**src/hdl/gppf_pkg.sv**
```systemverilog
// Shared types and constants for the prime pair finder.
package gppf_pkg;

  typedef logic [1:0] status_t;

  localparam status_t ST_FOUND   = 2'd0;
  localparam status_t ST_NONE    = 2'd1;
  localparam status_t ST_INVALID = 2'd2;

  // controller -> datapath
  typedef struct packed {
    logic load;         // capture number, candidate = 2
    logic test_p;       // start primality test of candidate
    logic test_q;       // start primality test of number - candidate
    logic next_p;       // advance candidate and test it
    logic div_start;    // load divider with value under test
    logic div_step;     // one restoring-division bit
    logic f_next;       // advance trial factor
    logic res_found;
    logic res_none;
    logic res_invalid;
  } dp_cmd_t;

  // datapath -> controller
  typedef struct packed {
    logic invalid;      // odd or not above 2
    logic sq_gt_v;      // factor squared exceeds value: value is prime
    logic p_at_half;    // candidate reached number/2
    logic div_last;     // final division bit this cycle
    logic rem_zero;     // factor divides value
  } dp_sts_t;

endpackage

```
**src/hdl/gppf_ctrl.sv**
```systemverilog
// Sequencer for the candidate search, trial factors and bit-serial divider.
module gppf_ctrl (
  input  logic              clk,
  input  logic              rst,
  input  logic              in_valid,
  output logic              in_ready,
  output logic              out_valid,
  input  logic              out_ready,
  output gppf_pkg::dp_cmd_t cmd,
  input  gppf_pkg::dp_sts_t sts
);

  typedef enum logic [2:0] {
    S_IDLE,
    S_CHECK,
    S_TEST,
    S_DIV,
    S_REM,
    S_DONE
  } state_t;

  state_t state;
  logic   second;   // testing number - candidate

  always_comb begin
    cmd = '0;
    unique case (state)
      S_IDLE:  cmd.load = in_valid;
      S_CHECK: begin
        if (sts.invalid) cmd.res_invalid = 1'b1;
        else             cmd.test_p      = 1'b1;
      end
      S_TEST: begin
        if (sts.sq_gt_v) begin
          if (second) cmd.res_found = 1'b1;
          else        cmd.test_q    = 1'b1;
        end else begin
          cmd.div_start = 1'b1;
        end
      end
      S_DIV:   cmd.div_step = 1'b1;
      S_REM: begin
        if (sts.rem_zero) begin
          if (sts.p_at_half) cmd.res_none = 1'b1;
          else               cmd.next_p   = 1'b1;
        end else begin
          cmd.f_next = 1'b1;
        end
      end
      S_DONE:  ;
      default: ;
    endcase
  end

  always_ff @(posedge clk) begin
    if (rst) begin
      state     <= S_IDLE;
      second    <= 1'b0;
      in_ready  <= 1'b1;
      out_valid <= 1'b0;
    end else begin
      unique case (state)
        S_IDLE: begin
          if (in_valid) begin
            state    <= S_CHECK;
            in_ready <= 1'b0;
          end
        end
        S_CHECK: begin
          second <= 1'b0;
          if (sts.invalid) begin
            state     <= S_DONE;
            out_valid <= 1'b1;
          end else begin
            state <= S_TEST;
          end
        end
        S_TEST: begin
          if (sts.sq_gt_v) begin
            if (second) begin
              state     <= S_DONE;
              out_valid <= 1'b1;
            end else begin
              second <= 1'b1;
            end
          end else begin
            state <= S_DIV;
          end
        end
        S_DIV: begin
          if (sts.div_last) state <= S_REM;
        end
        S_REM: begin
          if (sts.rem_zero) begin
            second <= 1'b0;
            if (sts.p_at_half) begin
              state     <= S_DONE;
              out_valid <= 1'b1;
            end else begin
              state <= S_TEST;
            end
          end else begin
            state <= S_TEST;
          end
        end
        S_DONE: begin
          if (out_ready) begin
            state     <= S_IDLE;
            out_valid <= 1'b0;
            in_ready  <= 1'b1;
          end
        end
        default: state <= S_IDLE;
      endcase
    end
  end

endmodule

```
**src/hdl/gppf_dp.sv**
```systemverilog
// Datapath: number, candidate, trial factor with running square, restoring divider.
module gppf_dp #(
  parameter int NUMBER_BITS = 16
) (
  input  logic                   clk,
  input  logic [NUMBER_BITS-1:0] number,
  input  gppf_pkg::dp_cmd_t      cmd,
  output gppf_pkg::dp_sts_t      sts,
  output gppf_pkg::status_t      status,
  output logic [NUMBER_BITS-2:0] smaller_prime,
  output logic [NUMBER_BITS-1:0] larger_prime
);

  localparam int NB = NUMBER_BITS;
  localparam int CW = $clog2(NB);

  logic [NB-1:0] n;
  logic [NB-1:0] p;
  logic [NB-1:0] v;       // value under test
  logic [NB-1:0] f;       // trial factor
  logic [NB+1:0] sq;      // f*f
  logic [NB-1:0] dvd;
  logic [NB-1:0] rem;
  logic [CW-1:0] cnt;

  logic [NB-1:0] q;
  logic [NB-1:0] p_inc;
  logic [NB:0]   rem_sh;
  logic [NB:0]   rem_sub;

  assign q       = n - p;
  assign p_inc   = p + NB'(1);
  assign rem_sh  = {rem, dvd[NB-1]};
  assign rem_sub = rem_sh - {1'b0, f};

  assign sts.invalid   = (n <= NB'(2)) || n[0];
  assign sts.sq_gt_v   = sq > {2'b00, v};
  assign sts.p_at_half = (p == {1'b0, n[NB-1:1]});
  assign sts.div_last  = (cnt == '0);
  assign sts.rem_zero  = (rem == '0);

  always_ff @(posedge clk) begin
    if (cmd.load) begin
      n <= number;
      p <= NB'(2);
    end
    if (cmd.test_p || cmd.test_q || cmd.next_p) begin
      f  <= NB'(2);
      sq <= (NB+2)'(4);
    end
    if (cmd.test_p) v <= p;
    if (cmd.test_q) v <= q;
    if (cmd.next_p) begin
      p <= p_inc;
      v <= p_inc;
    end
    if (cmd.f_next) begin
      f  <= f + NB'(1);
      sq <= sq + (NB+2)'({f, 1'b1});
    end
    if (cmd.div_start) begin
      dvd <= v;
      rem <= '0;
      cnt <= CW'(NB-1);
    end
    if (cmd.div_step) begin
      dvd <= {dvd[NB-2:0], 1'b0};
      cnt <= cnt - CW'(1);
      if (rem_sh >= {1'b0, f}) rem <= rem_sub[NB-1:0];
      else                     rem <= rem_sh[NB-1:0];
    end
    if (cmd.res_found) begin
      status        <= gppf_pkg::ST_FOUND;
      smaller_prime <= p[NB-2:0];
      larger_prime  <= q;
    end
    if (cmd.res_none || cmd.res_invalid) begin
      status        <= cmd.res_none ? gppf_pkg::ST_NONE : gppf_pkg::ST_INVALID;
      smaller_prime <= '0;
      larger_prime  <= '0;
    end
  end

endmodule

```
**src/hdl/goldbach_prime_pair_finder.sv**
```systemverilog
// Goldbach pair finder: one word in, one result word out per number.
// Search time is data dependent. Each trial factor runs S_TEST, the bit-serial
// remainder unit in S_DIV (one bit per cycle) and S_REM; a prime verdict adds an
// S_TEST step, each candidate restarts the factor loop, invalid numbers skip to S_DONE.
// Throughput: one number at a time; the next word is taken after the result is taken.
// Reset (rst, synchronous): controller returns to idle, no result pending.
module goldbach_prime_pair_finder #(
  parameter int NUMBER_BITS = 16
) (
  input  logic                                    clk,
  input  logic                                    rst,
  input  logic                                    s_tvalid,
  output logic                                    s_tready,
  // [NUMBER_BITS-1:0] number
  input  logic [((NUMBER_BITS+7)/8)*8-1:0]        s_tdata,
  output logic                                    m_tvalid,
  input  logic                                    m_tready,
  // [1:0] status, then smaller_prime (NUMBER_BITS-1), then larger_prime (NUMBER_BITS)
  output logic [((2*NUMBER_BITS+1+7)/8)*8-1:0]    m_tdata
);

  localparam int OUT_W = ((2*NUMBER_BITS+1+7)/8)*8;

  gppf_pkg::dp_cmd_t        cmd;
  gppf_pkg::dp_sts_t        sts;
  gppf_pkg::status_t        status;
  logic [NUMBER_BITS-2:0]   smaller_prime;
  logic [NUMBER_BITS-1:0]   larger_prime;

  gppf_ctrl u_ctrl (
    .clk       (clk),
    .rst       (rst),
    .in_valid  (s_tvalid),
    .in_ready  (s_tready),
    .out_valid (m_tvalid),
    .out_ready (m_tready),
    .cmd       (cmd),
    .sts       (sts)
  );

  gppf_dp #(
    .NUMBER_BITS (NUMBER_BITS)
  ) u_dp (
    .clk           (clk),
    .number        (s_tdata[NUMBER_BITS-1:0]),
    .cmd           (cmd),
    .sts           (sts),
    .status        (status),
    .smaller_prime (smaller_prime),
    .larger_prime  (larger_prime)
  );

  assign m_tdata = OUT_W'({larger_prime, smaller_prime, status});

endmodule

```
**config.mk**
```make
export PLATFORM = sky130hd
export DESIGN_NAME = goldbach_prime_pair_finder
export DESIGN_NICKNAME = d
export VERILOG_FILES = /design/src/hdl/gppf_pkg.sv /design/src/hdl/gppf_ctrl.sv /design/src/hdl/gppf_dp.sv /design/src/hdl/goldbach_prime_pair_finder.sv
export SDC_FILE = /design/constraint.sdc
export NUM_CORES = 1
export LEC_CHECK = 0
export BUFFER_PORTS_ARGS = -buffer_cell sky130_fd_sc_hd__buf_2
export CAP_MARGIN = 20
export CORE_ASPECT_RATIO = 1.4
export CORE_MARGIN = 4
export CORE_UTILIZATION = 56
export CTS_CLUSTER_SIZE = 24
export DETAILED_ROUTE_END_ITERATION = 16
export GPL_TIMING_DRIVEN = 1
export HOLD_SLACK_MARGIN = 0.03
export PLACE_DENSITY = 0.77
export RECOVER_POWER = 100
export SLEW_MARGIN = 40
export SYNTH_ARGS = -nofsm -noshare
export SYNTH_HDL_FRONTEND = slang
export SYNTH_SLANG_ARGS = --single-unit
```
**constraint.sdc**
```tcl
create_clock -name clk -period 3.5 [get_ports clk]
set_clock_uncertainty 0.2 [all_clocks]
set_input_delay 0.525 -clock clk [delete_from_list [all_inputs] [get_ports clk]]
set_output_delay 0.525 -clock clk [all_outputs]
set_load 0.05 [all_outputs]
```
==> impl_results.md <==
* Synth Cell Area at 9528 sq um
* Overflow after GRT at 0
* WP buf/inv at 2
* Slew headroom at 23.33%
* Synth Area in XOR/XNOR at 6.894%
* Postcts setup bufs at 0
* Main combinational cell family by area after synthesis: simple AND/OR/NAND/NOR gates
* EDFF count, synth at 119
* Post-synthesis register bit count at 157
* CTS resizes at 0
* Top cell type by total area after synthesis: edfxtp_1
* Die height at 162.3 um
* Hold slack final at 0.06738 ns
* Area of the multi-input gates at 4706 sq um
* Clock transition at path regs at 0.07 ns
* Most area-consuming cells after synthesis: edfxtp_1 (38%), ha_1 (8.7%), dfxtp_1 (8.0%), o21ai_0 (4.9%), xnor2_1 (3.9%)
* P_sw at 0.004172 W
* Root Driver: clkbuf_16
* Synth cell types at 70
* Max FO, Critical Path at 35
* Post-Synth Simple-Gate Area at 17.66%
* Final net count at 1,141
* Clock Power Share at 18.8%
* Post-Synth Adder-Cell Area at 9.297%
* Initial antenna violation count at 0
* Sequential cell area fraction in the yosys report at 45.49%
* Tcrit/Tclk final at 94.61%
* DRT iter0 DRCs at 361
* Design Area, Final at 10,500 sq um
* Row count at 56
* Clk buf depth at 2
* YS warnings at 0
* Routability cong. at 0.9303
* FF+latch area at 4334 sq um
* Internal power at 0.005399 W
* Max Transition Viols Final at 0
* Critical path type: register to register
* Vias/cell at 5.918
* CP delay by family, top: compound AO/OA/AOI/OAI gates
* Top Usage Layer GRT: met2
* CP Capture Type: register
* Synth top area share at 37.50%
* Logic pwr share at 48.1%
* Syn avg cell area at 9.566 sq um
* Total core area at 16,750 sq um
* Non-Filler Instances at 1,268
* Fillers at 1,387
* GR Util met2 at 46.06%
* Fin crit period at 3.311 ns
* Reg power frac at 33.2%
* Least-Margin Pin Slew at 1.150 ns
* Met3 Usage GRT at 3.926%
* Required time worst endpoint at 3.36 ns
* Antenna diodes at 0
* Max frequency at 302.0 MHz
* Crit path cell chain: ha_1 > a21oi_1 > o21ai_0 > a311oi_1 > nand2_1 > a21oi_1 > inv_1 > nand2_1 > clkbuf_4
* Max Cap Viol at 0
* Final Hold Vio Count at 0
* Proportion of synthesized area in mux cells at 0.3152%
* Total number of vias at 7,504
* RSZ-0062 raised after global routing: no
* CTS tree: yes
* Total CTS buffers at 17
* Slowest CP cell: clkbuf_4
* First-pass GRT wire length at 36,960 um
* PD cells at 912.0 nW/um^2
* Cts hold-fix bufs at 0
* Number of placed instances, taps included at 1,236
* CTS sink count at 157
* CTS H-tree lvls at 4
* Worst-Skew Late Latency at 0.43 ns
* Cell count after synthesis at 996
* Post-route DRC at 0
* Leakage at 4.060 nW
* Initial DRT Pass Iterations at 7
* Synth Area in Compound Gates at 15.14%
* Ys async rst share at 0%
* Max stage delay on crit path at 0.50 ns
* Global routing usage on met1 at 25.65%
* IO Pins at 62
* Die width at 118.2 um
* Status: complete, no violations
* Most instantiated cells after synthesis: edfxtp_1 (119), o21ai_0 (94), nand2_1 (88), nor2_1 (76)
* Port-buffer cells at 54
* Cell area after placement at 10,060 sq um
* CP arrival at 3.17 ns
* Share of cells above drive strength 1 at 7.700%
* CP Launch Type: register
* Max VDD drop at 0.5346 mV
* Routed len/inst at 17.83 um
* Wirelength, routed at 22,610 um
* Initial Util at 56.90%
* Type of the worst min-delay path: primary input to register
* TNS Setup at 0 ns
* Die ar. at 19,190 sq um
* Total Routing Usage GR at 23.96%
* Remaining antenna violation count at 0
* Final Setup Violations at 0
* Largest net degree at the start of global routing at 43
* HPWL Detailed at 16,900 um
* Vias in the first global route at 7,712
* Switch share at 43.59%
* Most frequent cell after synthesis: edfxtp_1
* Area grow syn2layout at 10.15%
* Ys flop type: edfxtp_1
-- cell type report --
| type | count | area share, % |
|---|---|---|
| clock inverter | 12 | 0.9299 |
| clock buffer | 20 | 4.459 |
| sequential | 157 | 41.30 |
| tap | 203 | 2.420 |
| timing repair buffer | 78 | 3.588 |
| multi-input combinational | 729 | 44.84 |
| inverter | 69 | 2.468 |
-- final timing paths --
check,slack [ns],startpoint,cells past startpoint,to
worst max register to register,0.19,u_dp.sq[5],9,u_dp.cnt[1]
worst min register to register,0.28,u_dp.smaller_prime[2],2,u_dp.smaller_prime[2]
worst max-delay path,0.19,u_dp.sq[5],9,u_dp.cnt[1]
worst min-delay path,0.07,s_tdata[1],1,u_dp.n[1]
-- sequential cells by signal (all words and copies together) (netlist names), 2 cells and up --
| name | flops |
|---|---|
| u_dp.sq | 18 |
| u_dp.dvd | 16 |
| u_dp.rem | 16 |
| u_dp.p | 16 |
| u_dp.status | 2 |
| u_dp.v | 16 |
| u_dp.smaller_prime | 15 |
| u_dp.cnt | 4 |
| u_dp.larger_prime | 16 |
| u_dp.f | 16 |
| u_dp.n | 16 |
| u_ctrl.state | 3 |
-- worst reg2reg max path, cell delays in order (launching register included) --
cell      delay, ns
edfxtp_1       0.42
ha_1           0.34
a21oi_1        0.13
o21ai_0        0.18
a311oi_1       0.39
nand2_1        0.15
a21oi_1        0.41
inv_1          0.11
nand2_1        0.07
clkbuf_4       0.50
-- per-stage QoR --
stage | total power [W] | setup WS, ns | util (%)
global placement | 0.007756 | 0.3652 | 60.09
floorplan | 0.006629 | 0.1894 | -
CTS | 0.009657 | 0.2732 | 63.46
finish | 0.009571 | 0.1887 | 62.67
detailed placement | 0.007847 | 0.2785 | 60.09
global route | 0.01026 | 0.06896 | 62.67
-- layer usage --
layer  vias up  wire, um  share of wire (%)
met1      3544      8699                 38
met3        55       864                3.8
met2       217     12220                 54
met4         0       831                3.7
met5         -         0                  0
li1       3688         -                  -
-- power groups by stage --
stage / sequential, W / clock (W) / combinational, W
after floorplan: 0.00334 / 0 / 0.00329
after global placement: 0.00318 / 0 / 0.00458
after detailed placement: 0.00320 / 0 / 0.00465
after CTS: 0.00316 / 0.00180 / 0.00469
after global routing: 0.00324 / 0.00190 / 0.00512
final: 0.00317 / 0.00180 / 0.00460
-- cells in the final DEF (no fill, tap or decap), drive strengths merged, types with 7 or more instances in the layout --
cell type,n
clkbuf,70
a21o,13
nand2b,8
a211oi,8
buf,28
edfxtp,119
nand3,47
xnor2,42
o21ai,96
nand2,88
nor4,16
and3,11
or2,9
nor3b,14
nand4,11
conb,7
xor2,33
o21a,9
nor3,20
nor2b,11
inv,77
dfxtp,38
ha,66
or3,10
nor2,76
a21oi,69
-- cell families after synthesis --
family / count (synthesis)
buf+inv: 116
xor+xnor: 75
flops: 157
compound gates: 241
mux: 3
other cells: 1
fa+ha+maj: 69
simple gates: 334
Power figures use the tool's default switching activity.
